===== src/rtl/lcsc_pkg.sv =====
package lcsc_pkg;

   localparam int unsigned LEN_A = 25;
   localparam int unsigned LEN_B = 31;
   localparam int unsigned LEN_C = 33;
   localparam int unsigned LEN_D = 39;
   localparam int unsigned LEN_E = 40;

   localparam int unsigned NUM_REGS = 5;
   localparam int unsigned NUM_TAPS = 4;
   localparam int unsigned BITS_PER_BEAT = 8;

   localparam int unsigned SEED_A_W = 25;
   localparam int unsigned SEED_B_W = 31;
   localparam int unsigned SEED_C_W = 33;
   localparam int unsigned SEED_D_W = 39;
   localparam int unsigned SEED_E_W = 40;
   localparam int unsigned CSR_DATA_W = 40;
   localparam int unsigned CSR_INDEX_W = 3;

   localparam logic [CSR_INDEX_W-1:0] CSR_SEED_A = 3'd0;
   localparam logic [CSR_INDEX_W-1:0] CSR_SEED_B = 3'd1;
   localparam logic [CSR_INDEX_W-1:0] CSR_SEED_C = 3'd2;
   localparam logic [CSR_INDEX_W-1:0] CSR_SEED_D = 3'd3;
   localparam logic [CSR_INDEX_W-1:0] CSR_SEED_E = 3'd4;
   localparam logic [CSR_INDEX_W-1:0] CSR_USE_FIFTH = 3'd5;

   typedef int unsigned tap_row_type [NUM_TAPS];

   localparam int unsigned LENS [NUM_REGS] = '{LEN_A, LEN_B, LEN_C, LEN_D, LEN_E};

   localparam tap_row_type TAPS [NUM_REGS] = '{
      '{25, 20, 12, 8},
      '{31, 24, 16, 12},
      '{33, 28, 24, 4},
      '{39, 36, 28, 4},
      '{40, 35, 30, 3}
   };

   // output cell of an LFSR held zero-extended in 64 bits
   function automatic logic lfsr_out(input logic [63:0] r, input int unsigned len);
      return r[6'(len - 1)];
   endfunction

   // one Fibonacci step: shift up, feedback into cell 0, taps outside the register ignored
   function automatic logic [63:0] lfsr_step(input logic [63:0] r, input int unsigned len,
                                             input tap_row_type taps);
      logic        fb;
      logic [63:0] mask;
      fb = 1'b0;
      for (int t = 0; t < NUM_TAPS; t++) begin
         if (taps[t] >= 1 && taps[t] <= len) begin
            fb = fb ^ r[6'(len - taps[t])];
         end
      end
      mask = (len >= 64) ? '1 : ((64'd1 << len) - 64'd1);
      return ({r[62:0], fb}) & mask;
   endfunction

   function automatic logic [1:0] t2_map(input logic [1:0] c);
      return {c[0], c[1] ^ c[0]};
   endfunction

endpackage


===== src/rtl/lfsr_combiner_stream_cipher.sv =====
// Channel  Dir  Beat fields (low bit up)                     Accepted when
// req      in   tdata: data_byte[7:0]; tuser: restart        req_tvalid & req_tready
// rsp      out  tdata: out_byte[7:0], key_byte[15:8]         rsp_tvalid & rsp_tready
// csr      in   csr_index selects register, csr_wdata value  csr_we
//
// One beat per cycle while rsp is not stalled; the result is registered and appears in the cycle after acceptance.
// Eight LFSR/carry steps are unrolled into the logic ahead of the result register.
// The output register takes a new beat whenever it is empty or being drained.
// Synchronous active-high reset clears LFSRs, carries, seeds and the output valid.
module lfsr_combiner_stream_cipher (
   input  logic                                clock,
   input  logic                                reset,
   input  logic                                req_tvalid,
   output logic                                req_tready,
   input  logic [7:0]                          req_tdata,  // data_byte[7:0]
   input  logic                                req_tuser,  // restart
   output logic                                rsp_tvalid,
   input  logic                                rsp_tready,
   output logic [15:0]                         rsp_tdata,  // out_byte[7:0], key_byte[15:8]
   input  logic                                csr_we,
   input  logic [lcsc_pkg::CSR_INDEX_W-1:0]    csr_index,
   input  logic [lcsc_pkg::CSR_DATA_W-1:0]     csr_wdata
);

   logic [lcsc_pkg::LEN_A-1:0] rega_ff, rega_in;
   logic [lcsc_pkg::LEN_B-1:0] regb_ff, regb_in;
   logic [lcsc_pkg::LEN_C-1:0] regc_ff, regc_in;
   logic [lcsc_pkg::LEN_D-1:0] regd_ff, regd_in;
   logic [lcsc_pkg::LEN_E-1:0] rege_ff, rege_in;
   logic [1:0]                 carry_now_ff, carry_now_in;
   logic [1:0]                 carry_before_ff, carry_before_in;

   logic [lcsc_pkg::SEED_A_W-1:0] seed_a_ff;
   logic [lcsc_pkg::SEED_B_W-1:0] seed_b_ff;
   logic [lcsc_pkg::SEED_C_W-1:0] seed_c_ff;
   logic [lcsc_pkg::SEED_D_W-1:0] seed_d_ff;
   logic [lcsc_pkg::SEED_E_W-1:0] seed_e_ff;
   logic                          use_fifth_ff;

   logic        rsp_valid_ff;
   logic [15:0] rsp_data_ff, rsp_data_in;
   logic        accept;

   assign req_tready = !rsp_valid_ff || rsp_tready;
   assign accept     = req_tvalid && req_tready;
   assign rsp_tvalid = rsp_valid_ff;
   assign rsp_tdata  = rsp_data_ff;

   always_comb begin
      logic [63:0] cur [lcsc_pkg::NUM_REGS];
      logic [2:0]  sum;
      logic        x;
      logic        b;
      logic [1:0]  cn;
      logic [1:0]  cb;
      logic [1:0]  nx;
      logic [7:0]  key;

      if (req_tuser) begin
         cur[0] = 64'(seed_a_ff);
         cur[1] = 64'(seed_b_ff);
         cur[2] = 64'(seed_c_ff);
         cur[3] = 64'(seed_d_ff);
         cur[4] = 64'(seed_e_ff);
         cn     = 2'b00;
         cb     = 2'b00;
      end else begin
         cur[0] = 64'(rega_ff);
         cur[1] = 64'(regb_ff);
         cur[2] = 64'(regc_ff);
         cur[3] = 64'(regd_ff);
         cur[4] = 64'(rege_ff);
         cn     = carry_now_ff;
         cb     = carry_before_ff;
      end
      for (int k = 0; k < lcsc_pkg::NUM_REGS; k++) begin
         cur[k] = cur[k] & ((lcsc_pkg::LENS[k] >= 64) ? '1 :
                            ((64'd1 << lcsc_pkg::LENS[k]) - 64'd1));
      end

      key = '0;
      for (int i = 0; i < lcsc_pkg::BITS_PER_BEAT; i++) begin
         sum = '0;
         x   = 1'b0;
         for (int k = 0; k < lcsc_pkg::NUM_REGS; k++) begin
            if (k < lcsc_pkg::NUM_REGS - 1 || use_fifth_ff) begin
               b   = lcsc_pkg::lfsr_out(cur[k], lcsc_pkg::LENS[k]);
               sum = sum + 3'(b);
               x   = x ^ b;
            end
         end
         nx     = 2'(sum + 3'(cn[1])) ^ cn ^ lcsc_pkg::t2_map(cb);
         key[i] = x ^ cn[0];
         for (int k = 0; k < lcsc_pkg::NUM_REGS; k++) begin
            if (k < lcsc_pkg::NUM_REGS - 1 || use_fifth_ff) begin
               cur[k] = lcsc_pkg::lfsr_step(cur[k], lcsc_pkg::LENS[k], lcsc_pkg::TAPS[k]);
            end
         end
         cb = cn;
         cn = nx;
      end

      rega_in         = cur[0][lcsc_pkg::LEN_A-1:0];
      regb_in         = cur[1][lcsc_pkg::LEN_B-1:0];
      regc_in         = cur[2][lcsc_pkg::LEN_C-1:0];
      regd_in         = cur[3][lcsc_pkg::LEN_D-1:0];
      rege_in         = cur[4][lcsc_pkg::LEN_E-1:0];
      carry_now_in    = cn;
      carry_before_in = cb;
      rsp_data_in     = {key, req_tdata ^ key};
   end

   always_ff @(posedge clock) begin
      if (reset) begin
         rega_ff         <= '0;
         regb_ff         <= '0;
         regc_ff         <= '0;
         regd_ff         <= '0;
         rege_ff         <= '0;
         carry_now_ff    <= '0;
         carry_before_ff <= '0;
         rsp_valid_ff    <= 1'b0;
      end else begin
         if (accept) begin
            rega_ff         <= rega_in;
            regb_ff         <= regb_in;
            regc_ff         <= regc_in;
            regd_ff         <= regd_in;
            rege_ff         <= rege_in;
            carry_now_ff    <= carry_now_in;
            carry_before_ff <= carry_before_in;
            rsp_valid_ff    <= 1'b1;
         end else if (rsp_tready) begin
            rsp_valid_ff <= 1'b0;
         end
      end
   end

   always_ff @(posedge clock) begin
      if (accept) begin
         rsp_data_ff <= rsp_data_in;
      end
   end

   always_ff @(posedge clock) begin
      if (reset) begin
         seed_a_ff    <= '0;
         seed_b_ff    <= '0;
         seed_c_ff    <= '0;
         seed_d_ff    <= '0;
         seed_e_ff    <= '0;
         use_fifth_ff <= 1'b0;
      end else if (csr_we) begin
         case (csr_index)
            lcsc_pkg::CSR_SEED_A: begin
               seed_a_ff <= csr_wdata[lcsc_pkg::SEED_A_W-1:0];
            end
            lcsc_pkg::CSR_SEED_B: begin
               seed_b_ff <= csr_wdata[lcsc_pkg::SEED_B_W-1:0];
            end
            lcsc_pkg::CSR_SEED_C: begin
               seed_c_ff <= csr_wdata[lcsc_pkg::SEED_C_W-1:0];
            end
            lcsc_pkg::CSR_SEED_D: begin
               seed_d_ff <= csr_wdata[lcsc_pkg::SEED_D_W-1:0];
            end
            lcsc_pkg::CSR_SEED_E: begin
               seed_e_ff <= csr_wdata[lcsc_pkg::SEED_E_W-1:0];
            end
            lcsc_pkg::CSR_USE_FIFTH: begin
               use_fifth_ff <= csr_wdata[0];
            end
            default: begin
            end
         endcase
      end
   end

endmodule

===== config.mk =====
export PLATFORM = sky130hd
export DESIGN_NAME = lfsr_combiner_stream_cipher
export DESIGN_NICKNAME = d
export VERILOG_FILES = /design/src/rtl/lcsc_pkg.sv /design/src/rtl/lfsr_combiner_stream_cipher.sv
export SDC_FILE = /design/constraint.sdc
export NUM_CORES = 1
export LEC_CHECK = 0
export BUFFER_PORTS_ARGS = -buffer_cell sky130_fd_sc_hd__buf_2
export CELL_PAD_IN_SITES_DETAIL_PLACEMENT = 0
export CELL_PAD_IN_SITES_GLOBAL_PLACEMENT = 1
export CORE_ASPECT_RATIO = 1.75
export CORE_MARGIN = 1.5
export CORE_UTILIZATION = 52
export DETAILED_ROUTE_END_ITERATION = 10
export PLACE_DENSITY = 0.88
export SYNTH_ARGS = -nofsm -noshare
export SYNTH_HDL_FRONTEND = slang
export SYNTH_SLANG_ARGS = --single-unit

===== constraint.sdc =====
create_clock -name clock -period 20.6 [get_ports clock]
set_clock_uncertainty 0.1 [all_clocks]
set_input_delay 2.06 -clock clock [delete_from_list [all_inputs] [get_ports clock]]
set_output_delay 2.06 -clock clock [all_outputs]
set_load 0.01 [all_outputs]

## Word-level counts from Yosys, hierarchy flattened

Index checks and enable logic that the tools add are counted.

- Flip-flop bits (word level): 358
- Latch bits: 0
- Memory bits (writable): 0
- Memory bits (read-only): 0
- Bits of input ports: 57
- Output and inout port bits: 18
- Word-level logic and storage cells: 309
- Memories: 0

- Add/sub/neg operators: 40
- Multiply operators: 0
- Divide/modulo/power cells: 0
- Order comparisons: 0
- Equal/unequal tests: 5
- Shifts and indexed selects: 0
- Multiplexer cells: 53
- Bitwise gates (word level): 185
- Reductions and logical operators: 11

Operator list:

| cell | count |
|---|---|
| $mux 40 | 8 |
| $mux 281 | 1 |
| $xor 1x1->1 | 168 |
| $add 2x1->2 | 32 |
| $mux 1 | 34 |
| $xor 2x2->2 | 16 |
| $mux 2 | 10 |
| $add 1x1->2 | 8 |
| $reduce_and 2->1 | 6 |
| $xor 8x8->8 | 1 |
| $eq 3x2->1 const B | 2 |
| $eq 3x3->1 const B | 2 |
| $eq 3x1->1 const B | 1 |
| $logic_not 3->1 | 1 |
| $reduce_bool 2->1 | 1 |
| $logic_and 1x1->1 | 1 |
| $logic_not 1->1 | 1 |
| $logic_or 1x1->1 | 1 |

## Logic depth before layout (Yosys ltp)

Gate-level depths: netlist (run 1).

- Depth after elaboration: 57
- Depth in mapped cells: 61
- Gate-level depth less buffers: 50

## Worst setup path after synthesis (run 1)

No wires, ideal clock.

- Kind: input -> register
- Start point: input port req_tuser
- End point: register carry_now_ff[1]
- Library setup time: 70 ps
- Data arrival time: 14232 ps
- Required time: 20430 ps
- Setup slack: 6198 ps
- Cell stages on the path: 61
- Path buffers: 11
- Cell sequence: buf_6 > buf_8 > buf_6 > buf_6 > buf_6 > buf_4 > buf_4 > buf_4 > buf_4 > buf_2 > buf_4 > mux2i_1 > fa_1 > inv_1 > ha_1 > ha_1 > mux2_2 > ha_1 > (+25 left out) > xnor2_1 > xnor2_1 > xnor3_1 > xnor2_1 > ha_1 > xor2_1 > xnor2_1 > xnor2_1 > xnor3_1 > xnor3_1 > ha_1 > xor2_1 > xnor2_1 > xnor2_1 > xnor3_1 > xnor2_1 > nand2_1 > a21oi_1

- Cells in the longest elaborated chain, start to end: 30
- Elaborated cells on any way between the ends: 80
- Those cells by class: 40 x add/sub; 18 x mux; 22 x bitwise

RTL lines:

| element | RTL line | text |
|---|---|---|
| from (decl) | lfsr_combiner_stream_cipher.sv:16 | `input logic req_tuser,` |
| $mux 281 | lfsr_combiner_stream_cipher.sv:59 | `if (req_tuser) begin` |
| $add 1x1->2 | lfsr_combiner_stream_cipher.sv:88 | `sum = sum + 3'(b);` |
| $add 2x1->2 (3 in a row) | lfsr_combiner_stream_cipher.sv:88 |  |
| $mux 2 | lfsr_combiner_stream_cipher.sv:86 | `if (k < lcsc_pkg::NUM_REGS - 1 \|\| use_fifth_ff) begin` |
| $add 2x1->2 | lfsr_combiner_stream_cipher.sv:92 | `nx = 2'(sum + 3'(cn[1])) ^ cn ^ lcsc_pkg::t2_map(cb);` |
| $xor 2x2->2 (2 in a row) | lfsr_combiner_stream_cipher.sv:92 |  |
| $add 2x1->2 | lfsr_combiner_stream_cipher.sv:92 |  |
| $xor 2x2->2 (2 in a row) | lfsr_combiner_stream_cipher.sv:92 |  |
| (+9 left out) | -- |  |
| $add 2x1->2 | lfsr_combiner_stream_cipher.sv:92 |  |
| $xor 2x2->2 (2 in a row) | lfsr_combiner_stream_cipher.sv:92 |  |
| $add 2x1->2 | lfsr_combiner_stream_cipher.sv:92 |  |
| $xor 2x2->2 | lfsr_combiner_stream_cipher.sv:92 |  |
| $xor 2x2->2 (*) | lfsr_combiner_stream_cipher.sv:92 |  |
| named net carry_before_in[1] | lfsr_combiner_stream_cipher.sv:31 | `logic [1:0] carry_before_ff, carry_before_in;` |
| $add 2x1->2 | lfsr_combiner_stream_cipher.sv:92 |  |
| $xor 2x2->2 (*) (2 in a row) | lfsr_combiner_stream_cipher.sv:92 |  |
| to (signal assigned) | lfsr_combiner_stream_cipher.sv:130 | `carry_now_ff <= carry_now_in;` |
| to (decl) | lfsr_combiner_stream_cipher.sv:30 | `logic [1:0] carry_now_ff, carry_now_in;` |

The timed path passes the listed nets; every way through them passes the cells marked *.
A chain may end at the register's enable or synchronous reset.

## Worst setup path after layout (run 1)

Same ends and word-level chain as after synthesis.

==> results of run 1 <==
-- flip-flops by register name (all words and copies together) (netlist names) --
| register | cells |
|---|---|
| carry_before_ff | 2 |
| carry_now_ff | 2 |
| rega_ff | 25 |
| regb_ff | 31 |
| regc_ff | 33 |
| regd_ff | 39 |
| rege_ff | 40 |
| rsp_tdata | 16 |
| rsp_tvalid | 1 |
| seed_a_ff | 25 |
| seed_b_ff | 31 |
| seed_c_ff | 33 |
| seed_d_ff | 39 |
| seed_e_ff | 40 |
| use_fifth_ff | 1 |
-- metrics by stage --
stage,utilization,area [sq um]
after floorplan,-,18600
after global placement,0.540,19000
after detailed placement,0.540,19000
after CTS,0.573,20200
after global routing,0.573,20200
final,0.573,20200
-- final timing paths --
check,startpoint,to,slack (ns),cells past startpoint
max reg2reg,seed_d_ff[38],carry_now_ff[1],8.79,50
min reg2reg,rege_ff[27],rege_ff[27],0.35,2
max,req_tuser,carry_now_ff[1],7.05,51
min,rege_ff[27],rege_ff[27],0.35,2
-- final cells by class --
class	count	area, sq um
Clock inverter	12	154
Clock buffer	47	1010
Sequential cell	358	7330
Fill cell	3192	15000
Antenna cell	1	2.50
Tap cell	465	582
Inverter	24	97.6
Timing Repair Buffer	91	531
Multi-Input combinational cell	1550	10500
-- cells by family (layout without fill, tap and decap cells) --
group	count (synthesis)	count (layout)	synth area share
AOI/OAI and AO/OA	387	387	0.124
xor gates and xnor gates	265	265	0.154
adders and majority gates	38	38	0.0289
buffers and inverters	176	174	0.0427
DFF	358	358	0.395
muxes	214	214	0.122
other	0	1	0
and+or+nand+nor	646	646	0.134
-- routing by layer --
metal,up-vias,global-route usage,wire length (microns)
met5,-,0,13
met4,2,0.126,2390
met3,99,0.0342,2100
met2,317,0.500,26100
met1,6885,0.330,20800
li1,6979,-,-
-- power by group through the flow --
stage	Clock [mW]	Sequential, mW	Combinational [mW]
final	0.665	0.891	1.89
after global routing	0.699	0.897	2.06
after CTS	0.673	0.890	1.91
after detailed placement	0	0.906	1.89
after global placement	0	0.904	1.84
after floorplan	0	0.903	1.61
-- cell usage in the layout (no fill, tap or decap), drive strengths merged --
master / n
nand2: 442
dfxtp: 342
a21oi: 233
mux2i: 179
nor2: 171
xnor2: 149
a211oi: 120
buf: 91
xor2: 84
clkbuf: 47
ha: 30
mux2: 30
xnor3: 28
inv: 26
o211ai: 17
edfxtp: 16
nor3: 14
o21ai: 9
fa: 8
nor2b: 7
clkinv: 6
nand3: 5
mux4: 5
xor3: 4
o22ai: 3
bufinv: 3
nand2b: 2
o21bai: 2
a221oi: 2
or3: 2
diode: 1
o31a: 1
and2: 1
or2: 1
and3: 1
clkinvlp: 1
-- tightest hold or removal path, cell delays in order, from the launching register on --
cell,delay (ns)
dfxtp_1,0.31
nand2_1,0.05
a21oi_1,0.05
==> flow_metrics.tcl, run 1 <==
set metrics [dict create \
    period_share 0.658 \
    cp-end-kind "flip-flop" \
    dieArea_sq_um 36900 \
    vdd_ir_drop_max_uv 233 \
    first_iter_violations 1040 \
    grt_pass1_vias 13700 \
    synth_ff_type "dfxtp_1" \
    p_sw_frac 0.342 \
    path_common_cell "xnor2_1" \
    synth_top_area_frac 0.369 \
    die_h_microns 253 \
    ys_top_cells_by_count "nand2_1 (442), dfxtp_1 (342), a21oi_1 (233)" \
    finalPower_mw 3.45 \
    grt_start_max_net_pins 162 \
    ys_async_sr_fraction 0 \
    grt_pass1_wl_microns 79300 \
    row_count 91 \
    drv_cap 0 \
    nets 2155 \
    avgSynthCellArea_sq_um 8.91 \
    cts_setup_buffers 0 \
    yosys_warnings 0 \
    start_util 0.528 \
    hold_ws_ns 0.350 \
    path_clk_slew_ns 0.06 \
    grt-ovfl-total 0 \
    status "complete, no violations" \
    die_width_microns 146 \
    p_int_mw 2.27 \
    cp_slowest_stage_delay_ns 0.47 \
    critPathBufInv 2 \
    ys_types 46 \
    clk_latency_ns 0.54 \
    worstMarginPinSlew_ns 1.10 \
    place_ws_ns 6.44 \
    p_seq_frac 0.258 \
    max_freq_mhz 73.8 \
    p_sw_mw 1.18 \
    htreeDepth 2 \
    rsz0062_at_grt "false" \
    fin_crit_ns 13.55 \
    firstDrtPassIters 5 \
    routedWlPerCell_microns 20.2 \
    ant_nets 0 \
    cp_top_family "XOR/XNOR gates" \
    port_buffers 74 \
    ys_top_cells_by_area "dfxtp_1 (37%), mux2i_1 (9.5%), nand2_1 (8.9%)" \
    syn_area_sq_um 18600 \
    dpl.cell_count 2488 \
    finalSetupViolCount 0 \
    root_buffer "clkbuf_16" \
    max_slew_margin 0.267 \
    stdcell_count 2548 \
    io_pins 75 \
    areaGrowthSynthToFinish_pct 8.64 \
    drc 0 \
    clockPowerShare 0.193 \
    setup_slack_ns 7.05 \
    p_leak_nw 8.11 \
    cts_sinks 358 \
    tritoncts "yes" \
    path_class "in -> reg" \
    post-synth-top-count-cell "nand2_1" \
    tns_ns 0 \
    ctsHoldBuffers 0 \
    gp_congestion 0.897 \
    layout-drive-gt1-share 0.0994 \
    dpl.hpwl_microns 34500 \
    finalHoldViolCount 0 \
    synth.yosys.seq_area_share 0.395 \
    grt_usage 0.278 \
    syn-num-nets 2179 \
    antenna_found_initial 1 \
    slew_violations 0 \
    critPathMaxFanout 49 \
    cp.arrival_ns 13.90 \
    worstPathRequired_ns 20.95 \
    core_area_sq_um 35200 \
    cp_slowest_cell "fa_1" \
    start_kind "primary input" \
    avgViaCountPerCell 5.61 \
    synth_cells 2084 \
    cts_resized 0 \
    ys_ff_latch 358 \
    min_path_type "reg -> reg" \
    cts_buffers 35 \
    vias 14300 \
    p_comb_frac 0.548 \
    drt_wl_total_microns 51400 \
    clockBufferDepth 3 \
    synth_edf_count 16 \
    yosysTopAreaCell "dfxtp_1" \
    power_density_nw_per_um2 171 \
]
Power figures use the tool's default switching activity.
==> run 2, diff against run 1 <==
--- a/config.mk
+++ b/config.mk
@@ -10,9 +10,9 @@
 export CELL_PAD_IN_SITES_GLOBAL_PLACEMENT = 1
 export CORE_ASPECT_RATIO = 1.75
 export CORE_MARGIN = 1.5
-export CORE_UTILIZATION = 52
+export CORE_UTILIZATION = 48
 export DETAILED_ROUTE_END_ITERATION = 10
-export PLACE_DENSITY = 0.88
+export PLACE_DENSITY = 0.82
 export SYNTH_ARGS = -nofsm -noshare
 export SYNTH_HDL_FRONTEND = slang
 export SYNTH_SLANG_ARGS = --single-unit
==> constraint.sdc (replaced) <==
create_clock -name clock -period 12.7 [get_ports clock]
set_clock_uncertainty 0.1 [all_clocks]
set_input_delay 1.27 -clock clock [delete_from_list [all_inputs] [get_ports clock]]
set_output_delay 1.27 -clock clock [all_outputs]
set_load 0.01 [all_outputs]
==> run 2 against run 1 <==
Against the previous run:
- count of clock-buffer cells in the layout is 1 higher
- flip-flop and latch count stayed put
- via count is 0.53% lower
- highest routed layer is now met4
==> flow_metrics.tcl, run 2 (same netlist as run 1, synthesis figures left out) <==
set metrics [dict create \
    status "complete, no violations" \
    gp_congestion 0.850 \
    min_path_type "reg -> reg" \
    largestRegisters "rege_ff (40), seed_e_ff (40)" \
    layout-drive-gt1-share 0.104 \
    first_iter_violations 974 \
    avgViaCountPerCell 5.53 \
    grt_start_max_net_pins 151 \
    cts_sinks 358 \
    drv_cap 0 \
    finalSetupViolCount 0 \
    cts_setup_buffers 0 \
    clockBufferDepth 3 \
    hold_depth 2 \
    vias 14200 \
    grt_pass1_wl_microns 80700 \
    start_util 0.485 \
    post_dp_cell_area_sq_um 19100 \
    fin_crit_ns 11.80 \
    nets 2157 \
    htreeDepth 2 \
    port_buffers 74 \
    hp-start "rega_ff[4]" \
    ctsHoldBuffers 0 \
    vdd_ir_drop_max_uv 496 \
    clk_latency_ns 0.55 \
    path_class "in -> reg" \
    cp.arrival_ns 12.16 \
    path_clk_slew_ns 0.07 \
    slew_violations 0 \
    areaGrowthSynthToFinish_pct 8.96 \
    start_kind "primary input" \
    diodes 0 \
    die_width_microns 152 \
    max_freq_mhz 84.8 \
    r2r_cells 50 \
    critPathBufInv 2 \
    finalHoldViolCount 0 \
    dieArea_sq_um 39900 \
    io_pins 75 \
    mostFrequentLayoutCells "nand2_1 (441), dfxtp_1 (341), a21oi_1 (233), mux2i_1 (174), nor2_1 (169)" \
    tns_ns 0 \
    final_area_sq_um 20200 \
    grt_usage 0.266 \
    critPathMaxFanout 21 \
    firstDrtPassIters 5 \
    ant_nets 0 \
    grt_pass1_vias 13700 \
    layout_commonest_cell "nand2_1" \
    grt-ovfl-total 0 \
    period_share 0.929 \
    cp_slowest_stage_delay_ns 0.47 \
    p_leak_nw 8.09 \
    antenna_found_initial 0 \
    max_slew_margin 0.201 \
    core_area_sq_um 38300 \
    reg2reg_slack_ns 1.63 \
    critPathLaunch "req_tuser" \
    root_buffer "clkbuf_16" \
    worstPathRequired_ns 13.06 \
    r2r_start "seed_d_ff[38]" \
    path_common_cell "xnor2_1" \
    drt_wl_total_microns 52500 \
    n_fill_cell 3627 \
    power_density_nw_per_um2 275 \
    cts_buffers 35 \
    die_h_microns 263 \
    worstMarginPinSlew_ns 1.20 \
    cp_top_family "XOR/XNOR gates" \
    cts_resized 0 \
    row_count 95 \
    hold_end "rega_ff[4]" \
    dpl.cell_count 2510 \
    timing.rr.end "carry_now_ff[1]" \
    drc 0 \
    rsz0062_at_grt "false" \
    stdcell_count 2570 \
    cp_slowest_cell "fa_1" \
    cp-end-kind "flip-flop" \
    tritoncts "yes" \
    routedWlPerCell_microns 20.4 \
    dpl.hpwl_microns 35100 \
    hold_ws_ns 0.349 \
]
==> run 2: cell count changes in the layout (fill, tap and decap cells not counted), sizes merged <==
cell and delta:
buf +2, clkinvlp -1, clkbuf +1, clkinv -3, diode -1, inv +4
==> run 2: worst reg2reg max path: cells and delay by family, from the launching register on <==
family	cells	cell delay, ns
AO/OA/AOI/OAI	1	0.17
XOR/XNOR	34	7.09
adder cells (fa/ha/maj)	11	2.66
buffers and inverters	1	0.07
flip-flops	1	0.31
multiplexers	2	0.54
AND/OR/NAND/NOR	1	0.07
==> run 2: report_power, final <==
group          switching, mW  internal (mW)  total, mW
registers             0.0693           1.37       1.44
clock network          0.466          0.598       1.06
logic                   1.37           1.68       3.05
==> run 2: worst max-delay path by stage <==
stage	to	slack [ns]	depth (start not counted)
final	carry_now_ff[1]	0.90	51
after global routing	carry_now_ff[1]	0.14	51
after CTS	carry_now_ff[1]	0.83	51
after detailed placement	carry_now_ff[1]	0.29	51
after global placement	carry_now_ff[1]	0.49	51
after floorplan	carry_now_ff[1]	0.01	61
==> run 2: area by class of cell <==
class	instances	area, sq um	area share
Multi-Input combinational cell	1550	10500	0.520
Sequential cell	358	7330	0.362
Clock buffer	48	965	0.0477
Tap cell	485	607	0.0300
Timing Repair Buffer	93	546	0.0270
Clock inverter	12	159	0.00786
Inverter	24	97.6	0.00483
==> run 2: per-layer routing <==
layer | vias to the layer above | wire length, microns | GRT usage
met5 | - | 0 | 0
met4 | 0 | 2460 | 0.120
met3 | 77 | 1810 | 0.0279
met2 | 295 | 26700 | 0.457
met1 | 6830 | 21500 | 0.332
li1 | 7005 | - | -
==> run 2: through the flow <==
stage               setup slack [ns]  utilization  total power, mW
floorplan                     0.0136            -             4.08
global placement               0.490        0.499             4.46
detailed placement             0.293        0.499             4.52
CTS                            0.826        0.528             5.60
global route                   0.143        0.528             5.90
finish                         0.901        0.528             5.56
